$ cat config.mk
export PLATFORM = sky130hd
export DESIGN_NAME = relative_path_validator
export DESIGN_NICKNAME = d
export VERILOG_FILES = /design/src/rtl/rpv_pkg.sv /design/src/rtl/rpv_front.sv /design/src/rtl/rpv_back.sv /design/src/rtl/relative_path_validator.sv
export SDC_FILE = /design/constraint.sdc
export NUM_CORES = 1
export LEC_CHECK = 0
export BUFFER_PORTS_ARGS = -buffer_cell sky130_fd_sc_hd__buf_2
export CAP_MARGIN = 30
export CORE_MARGIN = 1
export CORE_UTILIZATION = 59
export DETAILED_ROUTE_END_ITERATION = 10
export HOLD_SLACK_MARGIN = 0.03
export MAX_ROUTING_LAYER = met4
export PLACE_DENSITY = 0.75
export SETUP_SLACK_MARGIN = 0.5
export SYNTH_ARGS = -nofsm -noshare
export SYNTH_HDL_FRONTEND = slang
export SYNTH_SLANG_ARGS = --single-unit
$ cat constraint.sdc
create_clock -name clk -period 2.9 [get_ports clk]
set_input_delay 0.145 -clock clk [delete_from_list [all_inputs] [get_ports clk]]
set_output_delay 0.145 -clock clk [all_outputs]
set_load 0.05 [all_outputs]
$ cat src/rtl/rpv_pkg.sv
// Shared types and constants for the relative path validator.
// Used by rpv_front, rpv_back and relative_path_validator; no dependencies.
package rpv_pkg;

	localparam int MAX_FIELD_DEF = 1024;
	localparam int BYTE_W = 8;
	localparam int FS_W = 11;
	localparam logic [FS_W-1:0] FS_RESET = 11'd256;
	localparam int STATUS_W = 3;

	// Queue between the front and back parts.
	localparam int QDEPTH = 4;
	localparam int QPTR_W = $clog2(QDEPTH);
	localparam int QCNT_W = $clog2(QDEPTH + 1);

	// Result queue at the output.
	localparam int OUT_DEPTH = 2;
	localparam int OPTR_W = $clog2(OUT_DEPTH);
	localparam int OCNT_W = $clog2(OUT_DEPTH + 1);

	localparam logic [BYTE_W-1:0] CH_NUL = 8'h00;
	localparam logic [BYTE_W-1:0] CH_SLASH = 8'h2F;
	localparam logic [BYTE_W-1:0] CH_DOT = 8'h2E;
	localparam logic [BYTE_W-1:0] CH_COLON = 8'h3A;
	localparam logic [BYTE_W-1:0] CH_PRINT_LO = 8'h20;
	localparam logic [BYTE_W-1:0] CH_PRINT_HI = 8'h7E;

	typedef enum logic [STATUS_W-1:0] {
		ST_OK = 3'd0,
		ST_EMPTY = 3'd1,
		ST_TOO_LONG = 3'd2,
		ST_ABSOLUTE = 3'd3,
		ST_UNPRINTABLE = 3'd4,
		ST_COLON = 3'd5,
		ST_EMPTY_SEG = 3'd6,
		ST_DOT_SEG = 3'd7
	} status_t;

	typedef enum logic [1:0] {
		CF_NONE = 2'd0,
		CF_UNPRINTABLE = 2'd1,
		CF_COLON = 2'd2
	} char_fault_t;

	typedef enum logic [1:0] {
		SF_NONE = 2'd0,
		SF_EMPTY = 2'd1,
		SF_DOT = 2'd2
	} seg_fault_t;

	// Class of one path byte, as decided by the front part.
	typedef struct packed {
		logic term;
		logic slash;
		logic dot;
		logic unprint;
		logic colon;
	} byte_class_t;

	// Head of the class queue as seen by the back part.
	typedef struct packed {
		logic        valid;
		byte_class_t cls;
	} class_head_t;

endpackage

$ cat src/rtl/rpv_front.sv
// Front part: accepts path bytes, classifies them and queues the classes.
// Depends on rpv_pkg.
module rpv_front
	import rpv_pkg::*;
(
	input  logic              clk,
	input  logic              arst_n,
	input  logic              push,
	output logic              full,
	input  logic [BYTE_W-1:0] path_byte,
	output class_head_t       head,
	input  logic              head_pop
);

	byte_class_t              mem_q [QDEPTH];
	logic        [QPTR_W-1:0] wptr_q;
	logic        [QPTR_W-1:0] rptr_q;
	logic        [QCNT_W-1:0] cnt_q;
	byte_class_t              cls;
	logic                     wr;
	logic                     rd;

	always_comb begin
		cls.term = (path_byte == CH_NUL);
		cls.slash = (path_byte == CH_SLASH);
		cls.dot = (path_byte == CH_DOT);
		cls.unprint = (path_byte < CH_PRINT_LO) || (path_byte > CH_PRINT_HI);
		cls.colon = (path_byte == CH_COLON);
	end

	assign full = (cnt_q == QCNT_W'(QDEPTH));
	assign wr = push && !full;
	assign rd = head_pop && (cnt_q != '0);

	assign head.valid = (cnt_q != '0);
	assign head.cls = mem_q[rptr_q];

	always_ff @(posedge clk) begin
		if (wr) begin
			mem_q[wptr_q] <= cls;
		end
	end

	always_ff @(posedge clk or negedge arst_n) begin
		if (!arst_n) begin
			wptr_q <= '0;
			rptr_q <= '0;
			cnt_q <= '0;
		end else begin
			if (wr) begin
				wptr_q <= wptr_q + 1'b1;
			end
			if (rd) begin
				rptr_q <= rptr_q + 1'b1;
			end
			if (wr && !rd) begin
				cnt_q <= cnt_q + 1'b1;
			end else if (rd && !wr) begin
				cnt_q <= cnt_q - 1'b1;
			end
		end
	end

	a_cnt_bound: assert property (@(posedge clk) disable iff (!arst_n)
		cnt_q <= QCNT_W'(QDEPTH))
		else $error("class queue count above depth");

	a_full_hold: assert property (@(posedge clk) disable iff (!arst_n)
		(push && full && !head_pop) |=> $stable(cnt_q))
		else $error("class queue changed while full and not read");

endmodule

$ cat src/rtl/rpv_back.sv
// Back part: updates the path state per byte class, forms the status on the
// terminator and holds results in a small output queue. Depends on rpv_pkg.
module rpv_back
	import rpv_pkg::*;
#(
	parameter int MAX_FIELD = MAX_FIELD_DEF,
	parameter int LEN_W = $clog2(MAX_FIELD + 1)
) (
	input  logic                clk,
	input  logic                arst_n,
	input  logic                cfg_wr_en,
	input  logic [FS_W-1:0]     cfg_wr_data,
	input  class_head_t         head,
	output logic                head_pop,
	output logic                empty,
	input  logic                pop,
	output logic [STATUS_W-1:0] status,
	output logic [LEN_W-1:0]    path_length
);

	localparam int CMP_W = (LEN_W > FS_W) ? LEN_W : FS_W;
	localparam logic [LEN_W-1:0] LEN_MAX = LEN_W'(MAX_FIELD);

	logic        [FS_W-1:0]  fsize_q;
	logic        [LEN_W-1:0] len_q, len_n;
	logic                    slash_q, slash_n;
	char_fault_t             cf_q, cf_n;
	seg_fault_t              sf_q, sf_n;
	logic        [1:0]       seg_len_q, seg_len_n;
	logic                    dot1_q, dot1_n;
	logic                    dot2_q, dot2_n;
	seg_fault_t              sf_close;
	status_t                 st;
	logic                    take;
	logic                    out_wr;
	logic                    out_rd;

	status_t                 out_st_q [OUT_DEPTH];
	logic        [LEN_W-1:0] out_len_q [OUT_DEPTH];
	logic        [OPTR_W-1:0] out_wptr_q;
	logic        [OPTR_W-1:0] out_rptr_q;
	logic        [OCNT_W-1:0] out_cnt_q;

	// A terminator needs room in the output queue; other bytes never wait.
	assign take = head.valid && (!head.cls.term || (out_cnt_q != OCNT_W'(OUT_DEPTH)));
	assign head_pop = take;
	assign out_wr = take && head.cls.term;
	assign out_rd = pop && !empty;

	// Fault that closing the current segment would record.
	always_comb begin
		sf_close = sf_q;
		if (sf_q == SF_NONE) begin
			if (seg_len_q == 2'd0) begin
				sf_close = SF_EMPTY;
			end else if (dot1_q && ((seg_len_q == 2'd1) || ((seg_len_q == 2'd2) && dot2_q))) begin
				sf_close = SF_DOT;
			end
		end
	end

	// Status ranking on the terminator.
	always_comb begin
		if (len_q == '0) begin
			st = ST_EMPTY;
		end else if ((CMP_W'(len_q) >= CMP_W'(fsize_q)) || (len_q == LEN_MAX)) begin
			st = ST_TOO_LONG;
		end else if (slash_q) begin
			st = ST_ABSOLUTE;
		end else if (cf_q == CF_UNPRINTABLE) begin
			st = ST_UNPRINTABLE;
		end else if (cf_q == CF_COLON) begin
			st = ST_COLON;
		end else if (sf_close == SF_EMPTY) begin
			st = ST_EMPTY_SEG;
		end else if (sf_close == SF_DOT) begin
			st = ST_DOT_SEG;
		end else begin
			st = ST_OK;
		end
	end

	always_comb begin
		len_n = len_q;
		slash_n = slash_q;
		cf_n = cf_q;
		sf_n = sf_q;
		seg_len_n = seg_len_q;
		dot1_n = dot1_q;
		dot2_n = dot2_q;
		if (take) begin
			if (head.cls.term) begin
				len_n = '0;
				slash_n = 1'b0;
				cf_n = CF_NONE;
				sf_n = SF_NONE;
				seg_len_n = 2'd0;
				dot1_n = 1'b0;
				dot2_n = 1'b0;
			end else begin
				if ((len_q == '0) && head.cls.slash) begin
					slash_n = 1'b1;
				end
				if (len_q != LEN_MAX) begin
					len_n = len_q + 1'b1;
				end
				if (cf_q == CF_NONE) begin
					if (head.cls.unprint) begin
						cf_n = CF_UNPRINTABLE;
					end else if (head.cls.colon) begin
						cf_n = CF_COLON;
					end
				end
				if (head.cls.slash) begin
					sf_n = sf_close;
					seg_len_n = 2'd0;
					dot1_n = 1'b0;
					dot2_n = 1'b0;
				end else begin
					if (head.cls.dot) begin
						if (seg_len_q == 2'd0) begin
							dot1_n = 1'b1;
						end else if (seg_len_q == 2'd1) begin
							dot2_n = 1'b1;
						end
					end
					if (seg_len_q != 2'd3) begin
						seg_len_n = seg_len_q + 1'b1;
					end
				end
			end
		end
	end

	always_ff @(posedge clk or negedge arst_n) begin
		if (!arst_n) begin
			fsize_q <= FS_RESET;
			len_q <= '0;
			slash_q <= 1'b0;
			cf_q <= CF_NONE;
			sf_q <= SF_NONE;
			seg_len_q <= 2'd0;
			dot1_q <= 1'b0;
			dot2_q <= 1'b0;
			out_wptr_q <= '0;
			out_rptr_q <= '0;
			out_cnt_q <= '0;
		end else begin
			if (cfg_wr_en) begin
				fsize_q <= cfg_wr_data;
			end
			len_q <= len_n;
			slash_q <= slash_n;
			cf_q <= cf_n;
			sf_q <= sf_n;
			seg_len_q <= seg_len_n;
			dot1_q <= dot1_n;
			dot2_q <= dot2_n;
			if (out_wr) begin
				out_wptr_q <= out_wptr_q + 1'b1;
			end
			if (out_rd) begin
				out_rptr_q <= out_rptr_q + 1'b1;
			end
			if (out_wr && !out_rd) begin
				out_cnt_q <= out_cnt_q + 1'b1;
			end else if (out_rd && !out_wr) begin
				out_cnt_q <= out_cnt_q - 1'b1;
			end
		end
	end

	always_ff @(posedge clk) begin
		if (out_wr) begin
			out_st_q[out_wptr_q] <= st;
			out_len_q[out_wptr_q] <= len_q;
		end
	end

	assign empty = (out_cnt_q == '0);
	assign status = out_st_q[out_rptr_q];
	assign path_length = out_len_q[out_rptr_q];

	a_out_bound: assert property (@(posedge clk) disable iff (!arst_n)
		out_cnt_q <= OCNT_W'(OUT_DEPTH))
		else $error("output queue count above depth");

	a_term_queues: assert property (@(posedge clk) disable iff (!arst_n)
		(take && head.cls.term && !out_rd) |=> (out_cnt_q == $past(out_cnt_q) + 1'b1))
		else $error("terminator taken without queuing a result");

	a_term_clears: assert property (@(posedge clk) disable iff (!arst_n)
		(take && head.cls.term) |=> ((len_q == '0) && (seg_len_q == 2'd0) && !slash_q))
		else $error("path state not cleared after terminator");

endmodule

$ cat src/rtl/relative_path_validator.sv
// Relative path validator top level: front classifier, class queue and back
// state machine. Depends on rpv_pkg, rpv_front and rpv_back.
//
// Path bytes enter through push/full, one word per cycle while full is low; a zero
// byte ends the path and produces one result word (status and length) on the
// empty/pop side. The back part updates its state for every byte, so the block
// sustains one byte per clock unless a terminator waits for room in the result
// queue. A four-entry class queue and a two-entry result queue decouple the
// sides; when results are not popped, the result queue fills, the back part
// holds at the next terminator, and full rises once the class queue has filled
// behind it. The field size register may be written only while idle.
module relative_path_validator
	import rpv_pkg::*;
#(
	parameter int MAX_FIELD = MAX_FIELD_DEF
) (
	input  logic                          clk,
	input  logic                          arst_n,
	input  logic                          push,
	output logic                          full,
	input  logic [BYTE_W-1:0]             path_byte,
	output logic                          empty,
	input  logic                          pop,
	output logic [STATUS_W-1:0]           status,
	output logic [$clog2(MAX_FIELD+1)-1:0] path_length,
	input  logic                          cfg_wr_en,
	input  logic [FS_W-1:0]               cfg_wr_data
);

	localparam int LEN_W = $clog2(MAX_FIELD + 1);

	class_head_t head;
	logic        head_pop;

	rpv_front u_front (
		.clk      (clk),
		.arst_n   (arst_n),
		.push     (push),
		.full     (full),
		.path_byte(path_byte),
		.head     (head),
		.head_pop (head_pop)
	);

	rpv_back #(
		.MAX_FIELD(MAX_FIELD),
		.LEN_W    (LEN_W)
	) u_back (
		.clk        (clk),
		.arst_n     (arst_n),
		.cfg_wr_en  (cfg_wr_en),
		.cfg_wr_data(cfg_wr_data),
		.head       (head),
		.head_pop   (head_pop),
		.empty      (empty),
		.pop        (pop),
		.status     (status),
		.path_length(path_length)
	);

endmodule

After elaboration in Yosys (flattened, before gate mapping)
Memory sizes are Yosys's and may differ from the RTL's. Cells that the tools add are included. W data, S select, Z words.

$add $sub $neg: 10. Order comparisons: 3. Equal/unequal tests: 15. Multiplexer cells: 40. Reductions and logical operators: 48.

Operator list (number): $mux W2 (14); $mux W3 (9); $eq A8 B6 Y1 const B (3); $mux W11 (2); $reduce_bool A3 Y1 (6); $mux W1 (15); $logic_and A1 B1 Y1 (12); $reduce_bool A2 Y1 (6); $add A11 B1 Y11 const B (1); $eq A11 B11 Y1 const B (1); $ge A11 B11 Y1 (1); $logic_not A11 Y1 (1); $ne A11 B11 Y1 const B (1); $add A2 B1 Y2 const B (4); $gt A8 B7 Y1 const B (1); $logic_not A2 Y1 (4); $logic_not A8 Y1 (1); $lt A8 B6 Y1 const B (1); $reduce_and A2 Y1 (4); $logic_not A1 Y1 (7); $eq A2 B1 Y1 const B (3); $eq A2 B2 Y1 const B (3); $reduce_and A3 Y1 (2); $logic_or A1 B1 Y1 (4); 8 further kinds (10).

Flip-flop bits (word level): 42. Bits in writable memories: 48. Word-level logic and storage cells: 133. Memories: 3.

Memories: u_back.out_len_q (depth 2, width 11, read ports 1, clocked after memory_dff 0, wr ports 1, RTL line rpv_back.sv:39) `logic [LEN_W-1:0] out_len_q [OUT_DEPTH];`; u_front.mem_q (depth 4, width 5, read ports 1, clocked after memory_dff 0, wr ports 1, RTL line rpv_front.sv:15) `byte_class_t mem_q [QDEPTH];`; u_back.out_st_q (depth 2, width 3, read ports 1, clocked after memory_dff 0, wr ports 1, RTL line rpv_back.sv:38) `status_t out_st_q [OUT_DEPTH];`.

Depth between registers and ports, before layout
Gate-level depths: netlist of the first run.

Depth in word-level cells: 15. Gate-level depth with buffers: 10. Gate-level depth less buffers: 10.

Cells and area by module
A second synthesis of the first run with hierarchy kept.

Cell total of the unflattened synthesis: 328. Area total of the unflattened synthesis: 4224.1 µm².

By module, submodules not included: rpv_back (times used 1, cells an instance 253, area each 2987.9 µm², sequential area each 1717.9 µm²); rpv_front (times used 1, cells an instance 75, area each 1236.2 µm², sequential area each 775.7 µm²).

Least setup slack after synthesis of the first run
No wires, ideal clock.

Kind: register to register. From: register u_front.cnt_q[0]. To: register u_front.cnt_q[1]. Setup time: 125 ps. Arrival time: 2853 ps. Slack: -78 ps. Stages on the path, launching flop included: 8. Path buffers: 1. Clock period less this slack: 2978 ps. Cells stage by stage: dfrtp_1 > nor3b_1 > nor2b_1 > clkbuf_1 > ha_1 > inv_1 > fa_1 > mux2_2.

Word-level cells in the longest chain between the ends: 6. Elaborated cells on any way between the ends: 15. Classes of those cells: add/sub: 2; eq/ne: 1; mux: 2; reduce/logical: 10.

RTL lines: from (decl) (RTL line rpv_front.sv:18) `logic [QCNT_W-1:0] cnt_q;`; from (signal assigned) (RTL line rpv_front.sv:57) `cnt_q <= cnt_q + 1'b1;`; from (signal assigned) (RTL line rpv_front.sv:59) `cnt_q <= cnt_q - 1'b1;`; $eq A3 B3 Y1 (*) (RTL line rpv_front.sv:31) `assign full = (cnt_q == QCNT_W'(QDEPTH));`; named net full (RTL line relative_path_validator.sv:20) `output logic full,`; $logic_not A1 Y1 (*) (RTL line rpv_front.sv:32) `assign wr = push && !full;`; $logic_and A1 B1 Y1 (*) (RTL line rpv_front.sv:32); named net u_front.wr (RTL line rpv_front.sv:20) `logic wr;`; $logic_not A1 Y1 (RTL line rpv_front.sv:58) `end else if (rd && !wr) begin`; $logic_and A1 B1 Y1 (RTL line rpv_front.sv:58); $reduce_bool A2 Y1 (no source line).

The timed path passes the listed nets; every way through them passes the cells marked *. The select of a mux whose other input is x is not followed. A chain may end at the register's enable or synchronous reset.

Worst setup path after layout of the first run
From: register u_front.rptr_q[0]. To: register u_front.cnt_q[1].

Word-level cells in the longest chain between the ends: 8. Elaborated cells on any way between the ends: 10. Classes of those cells: mux: 1; reduce/logical: 8; memory: 1.

RTL lines: from (decl) (RTL line rpv_front.sv:17) `logic [QPTR_W-1:0] rptr_q;`; from (signal assigned) (RTL line rpv_front.sv:54) `rptr_q <= rptr_q + 1'b1;`; $mem_v2 Z4 W5 (*); $logic_not A1 Y1 (*) (RTL line rpv_back.sv:45) `assign take = head.valid && (!head.cls.term || (out_cnt_q != OCNT_W'(OUT_DEPTH)));`; $logic_or A1 B1 Y1 (*) (RTL line rpv_back.sv:45); $logic_and A1 B1 Y1 (*) (RTL line rpv_back.sv:45); $logic_and A1 B1 Y1 (*) (RTL line rpv_front.sv:33) `assign rd = head_pop && (cnt_q != '0);`; $logic_not A1 Y1 (RTL line rpv_front.sv:56) `if (wr && !rd) begin`; $logic_and A1 B1 Y1 (RTL line rpv_front.sv:56); $mux W3 / $reduce_bool A2 Y1 (equally long branches).

Every way passes the cells marked *; elsewhere a longest branch is shown, timed or not.

==> impl_summary.md, run 1 <==
Clock tree
For the worst-skew pair, the clock arrives at the later sink with an insertion delay of around 0.36 ns. For this design, the sink count on the clock tree is 90. The CTS tree is done. Counting along the longest clock path gives a buffer depth of 2. The post-CTS clock slew at the launch and capture registers of the worst setup and hold paths is 0.09 ns. The clock buffer count from CTS is 9. In this run the post-CTS setup repair buffer count came out at 0. The H-tree was split into 3 levels. The tree is rooted in a clkbuf_8.

Global route
In the global route stage, overall resource usage came out at 0.222. The number of global-route vias before repair is 2652. The overall overflow remaining after global route is 0. The initial antenna violation count is 0. The maximum number of pins on one net before global-route repair is 43. The wire length of the first global-routing pass is 12100 um.

Detailed routing
The number of nets with antenna violations after routing is 0. After detailed routing, the total wire length is 7520 um. In the routed design, unresolved DRC markers number 0. The final route contains about 2800 vias. The per-cell routed wire length is 14.9 um. The number of vias per cell is roughly 5.5. In this run, the number of DRC markers left after iteration 0 of detailed routing was 167. The pre-antenna-repair detailed-routing pass consisted of 6 iterations.

Yosys
By area, the combinational part of the netlist is dominated by simple AND/OR/NAND/NOR gates. Of the total synthesized cell area, the portion taken by full adders, half adders and majority gates is 0.0765. In the post-synthesis netlist, the cell with the most instances is edfxtp_1. The cell area that synthesis handed to floorplanning was approximately 4200 um2.

The share of synthesized area in the top cell type comes to 0.344. In the synthesized netlist the dominant register cell turns out to be edfxtp_1. The multiplexer area fraction after synthesis is 0.0726.

The number of nets in the synthesized netlist is 390. The synthesized-area fraction occupied by ao, oa, aoi and oai cells is 0.0792. Of the total synthesized cell area, the portion taken by XOR and XNOR cells is 0.0251. The count of distinct cell types in the synthesized netlist is 42. The basic-gate share of the synthesized area counting and, or, nand and nor cells is 0.118.

edfxtp_1 takes more of the synthesized area than any other cell. In the synthesized netlist the async set-or-reset flop fraction comes to 0.467. The fraction of the yosys area taken by sequential cells is 0.595. Sorting the synthesized cells by area gives the leading types as edfxtp_1, dfrtp_1, ha_1, mux2_2, o21ai_0.

The number of synthesized flops with an enable pin is 48. After synthesis, the most frequently instantiated cells are edfxtp_1, dfrtp_1, nand2_1. Counting every instance in the synthesized netlist gives 341. The average instance area after synthesis is approximately 12 um2. After synthesis the netlist holds a flip-flop and latch count of 90.

The count of warnings emitted by yosys is 0.

Power
The standby leakage power is ~0.002 uW. The power density over cell area is 956 nW/um2. The switching component of the power is approximately 1800 uW. Of the total power, the clock network draws 0.187. IR analysis of the VDD net gives a maximum drop of roughly 0.00047 V.

Of the total power, the share spent switching nets is 0.391. Internal power comes to 2850 uW. The register share of total power is 0.424.

The combinational power share is 0.389.

Timing
Setup violations remaining at the end of the flow were counted as 0. The final hold violation count is 0. The maximum clock frequency is between 400 and 500 MHz. The worst clock skew is 0.0133 ns. Setup repair after global routing left no endpoint under its margin.

The number of pins exceeding their max-slew limit in the final report came to 0. Counting I/O delays and the setup requirement, the final critical path takes approximately 2.3 ns. For the final routed database, the setup TNS stands at 0 ns. The worst relative slew slack is 0.606.

The transition time at the pin with the least slew margin is 0.589 ns. In the post-route analysis, the smallest setup slack over all paths is 0.612 ns. The final worst-path cycle share is 0.789.

Finish
Of the cells placed in the final design, the portion with a size suffix greater than 1 is 0.233. The count of fill cells added during filler insertion is 517. Compared with the post-synthesis result, the final layout area differs by 17.0%.

In the final layout, the multi-input gates occupy approximately 1600 um2. The antenna cell count is 0. For this run, the post-layout net count is 451. In the final layout, flip-flops and latches occupy 2490 um2.

Floorplanning
The floorplan has 30 rows. The initial utilization of the core area, before any placement, comes to 0.613. The die outline width is 86.3 um. The floorplan step defined a core boundary enclosing 6830 um2. The die height is around 86 um. In this run the count of I/O pins placed on the die edge is 40.

The die covers 7440 um2.

Setup path
Data on the critical path arrives at its endpoint at between 2 and 3 ns. The data required time at the worst endpoint is 3.14 ns. The kind of critical path is reg -> reg.

The worst setup path is captured at a register. The worst setup path is launched from a register. The maximum fanout along the worst path is 7.

Outcome
The run finished with clean final reports.

Placement
The setup slack after placement is 0.526 ns. Input and output buffers added on the ports amount to 39. The estimated wirelength of the detail-placed design is 5280 um. The routability congestion estimate is roughly 0.88.

Run
Across the run, the number of max-cap violations was 0.

Worst hold path
The type of the most critical hold path is in -> async.
routing by layer:
| metal | share of wire | track usage |
|---|---|---|
| met1 | 0.45 | 0.277 |
| met2 | 0.50 | 0.364 |
| met3 | 0.038 | 0.0362 |
| met4 | 0.016 | 0.0894 |
| met5 | 0 | - |
area by class of cell:
type / count / share of cell area
clock inverters: 7 / 0.0168
inverters: 25 / 0.0191
repair buffers: 60 / 0.0807
flip-flops and latches: 90 / 0.509
multi-input cells: 216 / 0.325
clock buffers: 9 / 0.0253
well taps: 96 / 0.0245
power by group through the flow:
stage                     clock network [uW]  logic, uW  registers, uW
after floorplan                            0       1450           1890
after global placement                     0       1740           1990
after detailed placement                   0       1780           2010
after CTS                                889       1800           1980
after global routing                     939       2000           2030
final                                    875       1820           1990
per-stage QoR:
stage,cells,hold slack (ns),instance area (um2),total power [uW],util
after CTS,502,0.108,4850,4670,0.711
after global routing,503,0.113,4900,4960,0.718
final,503,0.112,4900,4690,0.718
after global placement,473,0.350,4520,3720,0.662
after floorplan,341,-0.151,4200,3340,-
after detailed placement,474,0.359,4530,3790,0.663
sequential cells by signal, summed over array words and instances (netlist names), 2 cells and up:
name / count
u_back.cf_q: 2
u_back.fsize_q: 11
u_back.len_q: 11
u_back.out_cnt_q: 2
u_back.out_len_q: 22
u_back.out_st_q: 6
u_back.seg_len_q: 2
u_back.sf_q: 2
u_front.cnt_q: 3
u_front.mem_q: 20
u_front.rptr_q: 2
u_front.wptr_q: 2
critical path: stages (launching register included):
cell and delay (ns):
dfrtp_1 0.39, mux4_2 0.56, a21oi_4 0.16, inv_2 0.09, ha_1 0.24, inv_1 0.09
fa_1 0.39, mux2_2 0.27
worst paths after layout:
check                                           endpoint  depth (start not counted)  slack [ns]                     startpoint
max                         u_front.cnt_q[1]$_DFFE_PN0P_                          7        0.61  u_front.rptr_q[0]$_DFFE_PN0P_
min                          u_back.len_q[4]$_DFFE_PN0P_                          2        0.11                         arst_n
max reg2reg                 u_front.cnt_q[1]$_DFFE_PN0P_                          7        0.61  u_front.rptr_q[0]$_DFFE_PN0P_
min reg2reg                u_back.out_wptr_q$_DFFE_PN0P_                          1        0.49  u_back.out_wptr_q$_DFFE_PN0P_
max in group asynchronous  u_back.fsize_q[8]$_DFFE_PN1P_                          3        2.31                         arst_n
min in group clk           u_back.out_rptr_q$_DFFE_PN0P_                          3        0.12                            pop
cell families (layout without fill, tap and decap cells):
family | Yosys count | after routing
simple gates | 100 | 100
flops | 90 | 90
compound gates | 57 | 57
buf+inv | 35 | 101
fa+ha+maj | 25 | 25
mux | 22 | 22
xor+xnor | 12 | 12
timing repair:
action                                  in CTS  in global routing
gates resized for setup                      0                  6
hold buffers                                12                  0
hold endpoints to repair                    52                  0
endpoints found under the setup margin       0                  6
cells in the final DEF (no fill, tap or decap), types with 6 or more instances in the layout:
| cell type | synthesis | final |
|---|---|---|
| o21ai_0 | 25 | 24 |
| a21oi_1 | 9 | 9 |
| ha_1 | 24 | 24 |
| xor2_1 | 6 | 6 |
| o21ai_1 | 7 | 8 |
| inv_1 | 24 | 24 |
| dlygate4sd3_1 | 0 | 12 |
| nand2_1 | 28 | 28 |
| and2_1 | 7 | 7 |
| buf_4 | 0 | 8 |
| xnor2_1 | 6 | 6 |
| buf_2 | 2 | 39 |
| nand4_1 | 7 | 7 |
| nor3_1 | 7 | 6 |
| edfxtp_1 | 48 | 48 |
| nor2_1 | 24 | 24 |
| dfrtp_1 | 41 | 41 |
| nand3_1 | 7 | 7 |
| clkbuf_8 | 0 | 9 |
| mux2_2 | 17 | 17 |
(Power assumes the default switching activity.)
==> run 2: changes to the inputs <==
CORE_UTILIZATION = 53   (was 59)
PLACE_DENSITY = 0.71   (was 0.75)
clock period = 2.1 ns   (was 2.9 ns; I/O delays follow)
==> run 2 against run 1 <==
Net effect:
- power grew 67%
- final cell count grew 8.5%
- setup slack got worse by 0.61 ns
- clock skew increased by 0.0032 ns
- count of clock-buffer cells in the layout stayed put
- maximum frequency rose by 8.8%
- non-clock buffer count grew 36
- register-to-register slack worse by 0.61 ns
- the run now ends with negative setup slack left
- die area grew 11%
- via count is 5.3% higher
- first-iteration DRC count increased by 11%
- sequential power rose by 34%
- critical endpoint unchanged
==> impl_summary.md, run 2 (same netlist as run 1, synthesis figures left out) <==
Placement
The area of placed instances is 4740 um2 (+4.7%). The routability congestion estimate is 0.810 (-7.5%). The quantity of I/O buffers inserted on ports was 39 (unchanged).

The number of cells after detailed placement came to 495 (+4.4%). The estimated wirelength of the detail-placed design is 5420 um (+2.8%).

Power
The standby leakage power was 0.00235 uW (+14%). The maximum vdd ir drop was 0.000831 V (+76%). The power density over cell area is 1390 nW/um2 (+45%).

Timing
The number of pins exceeding their max-slew limit in the final report is 0 (unchanged). The worst relative slew slack came to 0.584 (-0.0224). The final worst-path cycle share was 1.00 (+0.212). The final hold violation count is 0 (unchanged). The final setup violation count was 1 (+1). The clock period minus final worst setup slack is 2.10 ns (-0.186 ns).

The transition time at the pin with the least slew margin is 0.618 ns (+0.0292 ns). The worst clock skew is 0.0165 ns (+0.00323 ns). The maximum clock frequency is 476 MHz (+8.8%). The worst setup margin is -0.00216 ns (-0.614 ns). Setup repair after global routing could not meet its margin everywhere.

Setup path
The worst setup path is captured at a register. Among all stages on the critical path, the largest delay is contributed by mux4_2. The maximum fanout along the worst path is 2 (-5).

The most common cell type on the critical path is inv_2. The number of buffers and inverters on the critical path is 2 (unchanged). The data required time at the worst endpoint is 2.34 ns (-0.80 ns). The largest stage delay on the critical path is 0.55 ns (about the same). Walking the worst path, the cells encountered are mux4_2 -> a21oi_4 -> inv_2 -> ha_4 -> inv_2 -> fa_1 -> mux2_2. The data arrival time of the critical path is 2.35 ns (-0.18 ns). The cell family contributing the most delay on the critical path is multiplexers. The kind of critical path is reg -> reg. The element type at the critical path start is a register.

Detailed routing
The per-cell routed wire length is 15.8 um (+5.9%). The number of vias per cell is 5.35 (-3.0%). The detailed router's first-iteration violation count was 186 (+11%). The total routed wirelength is 8640 um (+15%). The number of design rule violations left after detail routing was 0 (unchanged).

The number of iterations in the first detailed-routing pass is 4 (-2). The number of vias after detailed routing is 2921 (+5.3%). The number of nets with antenna violations after routing came to 0 (unchanged).

Global route
The initial antenna violation count is 0 (unchanged). The wire length of the first global-routing pass is 14200 um (+17%). The number of global-route vias before repair came to 2933 (+11%). The maximum number of pins on one net before global-route repair was 24 (-44%). The overall track demand over capacity in global routing was 0.233 (+0.0108).

The overall overflow remaining after global route is 0 (unchanged).

Floorplanning
The I/O pin count is 40 (unchanged). The effective utilization at floorplan is 0.545 (-0.0683). The die outline width is 90.9 um (+5.4%). The die height came to 90.9 um (+5.4%).

The core outline area is 7690 um2 (+13%). The floorplan die area is 8260 um2 (+11%). The count of standard-cell rows is 32 (+6.7%).

Worst hold path
The min-delay analysis places its worst path in the category in -> reg.

Clock tree
The total number of H-tree levels was 3 (unchanged). Clock tree synthesis selected as its root buffer the cell clkbuf_8. The clock buffer count from CTS was 9 (unchanged). The CTS tree is done. The clock sink count is 90 (unchanged). The clock latency on the worst-skew pair is 0.36 ns (about the same).

The number of buffers on the longest clock path came to 2 (unchanged). The post-CTS clock slew at the launch and capture registers of the worst setup and hold paths is 0.09 ns (about the same).

Outcome
The flow ran to the end, but the final reports show violations. The checks that failed: negative setup slack.

Finish
Leaving out fill and tap cells, the most frequent cells in the layout are edfxtp_1, buf_4, dfrtp_1. The antenna cell count is 0 (unchanged). The final net count is 488 (+8.2%). The layout overhead on the synthesized area is 34.7%. The utilization of the core after routing is 0.734 (+0.0166). The number of flip-flops under the largest register name was 22 (unchanged). The count of non-filler cells in the finished layout was 546 (+8.5%). The count of fill cells added during filler insertion came to 503 (-2.7%). The post-route standard cell area excluding fillers was 5640 um2 (+15%).

The largest register by flop count is u_back.out_len_q. The library cell used most frequently in the layout, excluding fill and tap cells, is edfxtp_1. The share of post-route cells with drive strength above 1 was 0.410 (+0.176).

In the final layout, the registers with the most flip-flops are u_back.out_len_q: 22 flops, u_front.mem_q: 20 flops.

Run
The count of max-cap constraint violations is 0 (unchanged).
## run 2: changes by cell type in the layout (fill, tap and decap cells not counted), sizes merged
cell,delta
buf,+35
and2,+1
bufbuf,+1
## run 2: cell type report
cell class	instances	area, um2	share of cell area
repair buffers	96	815	0.144
clock buffers	9	124	0.0219
inverters	25	93.8	0.0166
multi-input cells	217	1890	0.335
clock inverters	7	95.1	0.0168
well taps	102	128	0.0226
flip-flops and latches	90	2500	0.443
## run 2: what timing repair did
item                                    4_1_cts  5_1_grt
resized for setup                            60       36
setup buffers                                17        4
endpoints found under the hold margin        32        0
endpoints found under the setup margin       92       75
pin swaps                                    20       11
cloned                                        2        0
hold buffers                                 12        0
## run 2: worst paths after layout
path	to	start	depth (start not counted)	slack, ns
min in group asynchronous	u_back.len_q[2]$_DFFE_PN0P_	arst_n	2	0.26
max reg2reg	u_front.cnt_q[1]$_DFFE_PN0P_	u_front.rptr_q[0]$_DFFE_PN0P_	7	-0.002
min reg2reg	u_back.fsize_q[0]$_DFFE_PN0P_	u_back.fsize_q[0]$_DFFE_PN0P_	1	0.53
max	u_front.cnt_q[1]$_DFFE_PN0P_	u_front.rptr_q[0]$_DFFE_PN0P_	7	-0.002
max in group asynchronous	u_back.len_q[9]$_DFFE_PN0P_	arst_n	3	1.12
min	u_back.fsize_q[8]$_DFFE_PN1P_	cfg_wr_en	3	0.12
## run 2: through the flow
step	hold WS, ns	worst slack [ns]	TNS (ns)	power, uW
3_3_place_gp	0.124	0.0513	0	5420
4_1_cts	0.104	-0.00184	-0.00184	7470
6_report	0.118	-0.00216	-0.00216	7830
2_1_floorplan	-0.191	-0.114	-0.127	4760
3_5_place_dp	0.127	-0.0120	-0.0120	5520
5_1_grt	0.110	-0.100	-0.197	8270
## run 2: worst min-delay path, cell delays in order
cell and delay [ns]:
buf_2 0.20, nand2_1 0.09, o21ai_0 0.07
## run 2: layer usage
layer / vias up / track usage / part of all wire
li1: 1432 / - / -
met1: 1408 / 0.281 / 0.43
met2: 74 / 0.395 / 0.52
met3: 7 / 0.0455 / 0.039
met4: 0 / 0.0754 / 0.010
met5: - / - / 0
## run 2: power breakdown
| group | switching [uW] | internal, uW |
|---|---|---|
| combinational | 2030 | 1870 |
| sequential | 318 | 2360 |
| clock | 670 | 587 |
==> run 3: changes to the inputs <==
REMOVE_ABC_BUFFERS = 1   (was default)
==> run 3 against run 2 <==
Net effect:
- the run ends with design-rule violations, negative setup slack left
- cell area fell by 1.8%
- register-to-register slack got worse by 0.03 ns
- largest power group unchanged
- wire length is 0.34% higher
- sequential share of layout area up 0.79 points
- first-iteration DRC count decreased by 7.0%
- highest routed layer unchanged
- non-clock buffer count is 2 lower
==> impl_summary.md, run 3 (same netlist as run 1, synthesis figures left out) <==
Detailed routing
The number of vias after detailed routing is 2914 (-0.24%). The total routed wirelength came to 8670 um (+0.34%). The per-cell routed wire length was 16.0 um (+0.89%). The number of vias per cell came to 5.37 (+0.31%).

The number of nets with antenna violations after routing came to 0 (unchanged). The detailed router's first-iteration violation count is 173 (-7.0%). The number of iterations in the first detailed-routing pass is 7 (+3).

The number of design rule violations left after detail routing came to 1 (+1).

Finish
The largest registers in the layout are u_back.out_len_q: 22 flops, u_front.mem_q: 20 flops. The largest register by flop count is u_back.out_len_q. The antenna cell count was 0 (unchanged). The final net count came to 485 (-0.61%). The top cell types in the final layout, fill and taps aside, are edfxtp_1, buf_4, dfrtp_1. The number of flip-flops under the largest register name was 22 (unchanged). Compared with the post-synthesis result, the final layout area differs by 32.3%. The share of post-route cells with drive strength above 1 is 0.408 (-0.00175). The count of fill cells added during filler insertion is 515 (+2.4%).

The most frequent standard cell in the layout excluding fill and tap cells is edfxtp_1.

Setup path
The largest stage delay on the critical path was 0.54 ns (about the same). The cell family contributing the most delay on the critical path is multiplexers. The setup path with the least slack is of type reg -> reg. The cell depth of the worst flop-to-flop path is 7 (unchanged). The capture point of the worst reg-to-reg path is u_front.cnt_q[1]$_DFFE_PN0P_. The logic depth of the worst path, buffers included was 7 (unchanged).

In this run the worst setup path terminates at u_front.cnt_q[1]$_DFFE_PN0P_. The reg-to-reg setup timing slack is -0.04 ns (-0.03 ns). The startpoint identified for the worst register-to-register timing path is u_front.rptr_q[0]$_DFFE_PN0P_.

The maximum fanout along the worst path is 2 (unchanged). The first element of the critical path is u_front.rptr_q[0]$_DFFE_PN0P_. STA classifies the critical path startpoint as a register. The data required time at the worst endpoint is 2.35 ns (about the same).

The most common cell type on the critical path is inv_2. The worst setup path is captured at a register. The number of buffers and inverters on the critical path came to 2 (unchanged). The library cell contributing the largest single delay on the critical path is mux4_2. Walking the worst path, the cells encountered are mux4_2 -> a21oi_2 -> inv_2 -> ha_4 -> inv_2 -> fa_1 -> mux2_2. The data arrival time of the critical path came to 2.39 ns (+0.04 ns).

Clock tree
The clock buffer count from CTS is 9 (unchanged). The clock latency on the worst-skew pair is 0.36 ns (about the same). The clock sink count is 90 (unchanged). The cell sitting at the root of the clock tree is a clkbuf_8. The number of buffers on the longest clock path is 2 (unchanged). The total number of H-tree levels is 3 (unchanged). TritonCTS built the clock tree. The post-CTS clock slew at the launch and capture registers of the worst setup and hold paths came to 0.10 ns (about the same).

Timing
The final setup violation count came to 1 (unchanged). Setup repair after global routing could not meet its margin everywhere. The worst hold-check slack is 0.0753 ns (-0.0424 ns). The sum of negative setup slack is -0.0350 ns (-0.0329 ns). The final hold violation count came to 0 (unchanged).

The clock period minus final worst setup slack was 2.14 ns (+0.0329 ns). The worst setup margin came to -0.0350 ns (-0.0329 ns). The number of pins exceeding their max-slew limit in the final report came to 0 (unchanged). The worst relative slew slack was 0.670 (+0.0865).

The worst clock skew is 0.0109 ns (-0.00560 ns). The transition time at the pin with the least slew margin came to 0.493 ns (-0.125 ns). The maximum clock frequency is 468 MHz (-1.5%).

The final worst-path cycle share came to 1.02 (+0.0156).

Global route
The initial antenna violation count was 0 (unchanged). The wire length of the first global-routing pass was 13900 um (-2.2%). The overall overflow remaining after global route came to 0 (unchanged). The overall track demand over capacity in global routing is 0.224 (-0.00895). The maximum number of pins on one net before global-route repair is 26 (+8.3%). The number of global-route vias before repair is 2914 (-0.65%).

Floorplanning
The core outline area is 7690 um2 (unchanged). The die outline width is 90.9 um (unchanged). The count of standard-cell rows is 32 (unchanged). The die height came to 90.9 um (unchanged). The I/O pin count is 40 (unchanged).

The effective utilization at floorplan is 0.545 (unchanged). The floorplan die area is 8260 um2 (unchanged).

Worst hold path
The number of cells traversed by the worst hold path came to 3 (unchanged). In this run the worst hold path is classified as in -> reg.

Power
The standby leakage power was 0.00231 uW (-2.0%). The power density over cell area is 1360 nW/um2 (-2.2%). The maximum vdd ir drop is 0.000555 V (-33%).

Run
The count of max-cap constraint violations is 0 (unchanged).

Outcome
The checks that failed: design-rule violations, negative setup slack. The flow ran to the end, but the final reports show violations.

Placement
The quantity of I/O buffers inserted on ports is 39 (unchanged). The estimated wirelength of the detail-placed design is 5290 um (-2.5%). The routability congestion estimate is 0.875 (+8.0%).
run 3: cell count changes in the layout (fill, tap and decap cells not counted), sizes merged:
| cell | change |
|---|---|
| inv | -1 |
| bufinv | -1 |
| buf | -1 |
| and2 | -1 |
| bufbuf | -1 |
| clkinv | -1 |
| clkinvlp | +3 |
run 3: how the worst min path moves through the flow:
| stage | startpoint | end | slack, ns |
|---|---|---|---|
| 2_1_floorplan | arst_n | u_back.cf_q[0]$_DFFE_PN0P_ | -0.19 |
| 4_1_cts | pop | u_back.out_rptr_q$_DFFE_PN0P_ | 0.07 |
| 3_3_place_gp | arst_n | u_back.len_q[2]$_DFFE_PN0P_ | 0.06 |
| 6_report | pop | u_back.out_rptr_q$_DFFE_PN0P_ | 0.08 |
| 5_1_grt | pop | u_back.out_rptr_q$_DFFE_PN0P_ | 0.11 |
| 3_5_place_dp | arst_n | u_back.len_q[2]$_DFFE_PN0P_ | 0.06 |
run 3: metrics by stage:
step                power [uW]  area, um2  utilization  std cells  setup slack (ns)
floorplan                 4520       4140            -        331            -0.999
global placement          5280       4690        0.611        501           -0.0261
detailed placement        5370       4690        0.611        501           -0.0824
CTS                       7160       5370        0.699        541           -0.0200
global route              7940       5540        0.721        543            -0.106
finish                    7520       5540        0.721        543           -0.0350
run 3: area by class of cell:
class | instances | area, um2 | share of cell area
Sequential cell | 90 | 2500 | 0.451
Multi-Input combinational cell | 216 | 1900 | 0.342
Timing Repair Buffer | 94 | 739 | 0.133
Tap cell | 102 | 128 | 0.0230
Clock buffer | 9 | 124 | 0.0223
Inverter | 25 | 93.8 | 0.0169
Clock inverter | 7 | 62.6 | 0.0113
run 3: report_power, final:
group | switching (uW) | internal [uW]
sequential | 309 | 2360
clock | 664 | 452
combinational | 2020 | 1720
run 3: repair_timing:
| action | in CTS | in global routing |
|---|---|---|
| gates resized for setup | 77 | 37 |
| hold endpoints to repair | 28 | 0 |
| pin swaps | 20 | 13 |
| setup endpoints to repair | 71 | 97 |
| hold buffers | 12 | 0 |
| setup buffers | 12 | 2 |
run 3: per-layer routing:
| metal | global-route usage | share of wire | vias to the layer above |
|---|---|---|---|
| li1 | - | - | 1417 |
| met1 | 0.295 | 0.46 | 1412 |
| met2 | 0.350 | 0.48 | 73 |
| met3 | 0.0370 | 0.037 | 12 |
| met4 | 0.0873 | 0.016 | 0 |
| met5 | - | 0 | - |
run 3: worst min-delay path: cells and delay by family:
family	cells	cell delay (ns)
xor+xnor	1	0.08
buf+inv	1	0.10
compound gates	1	0.12
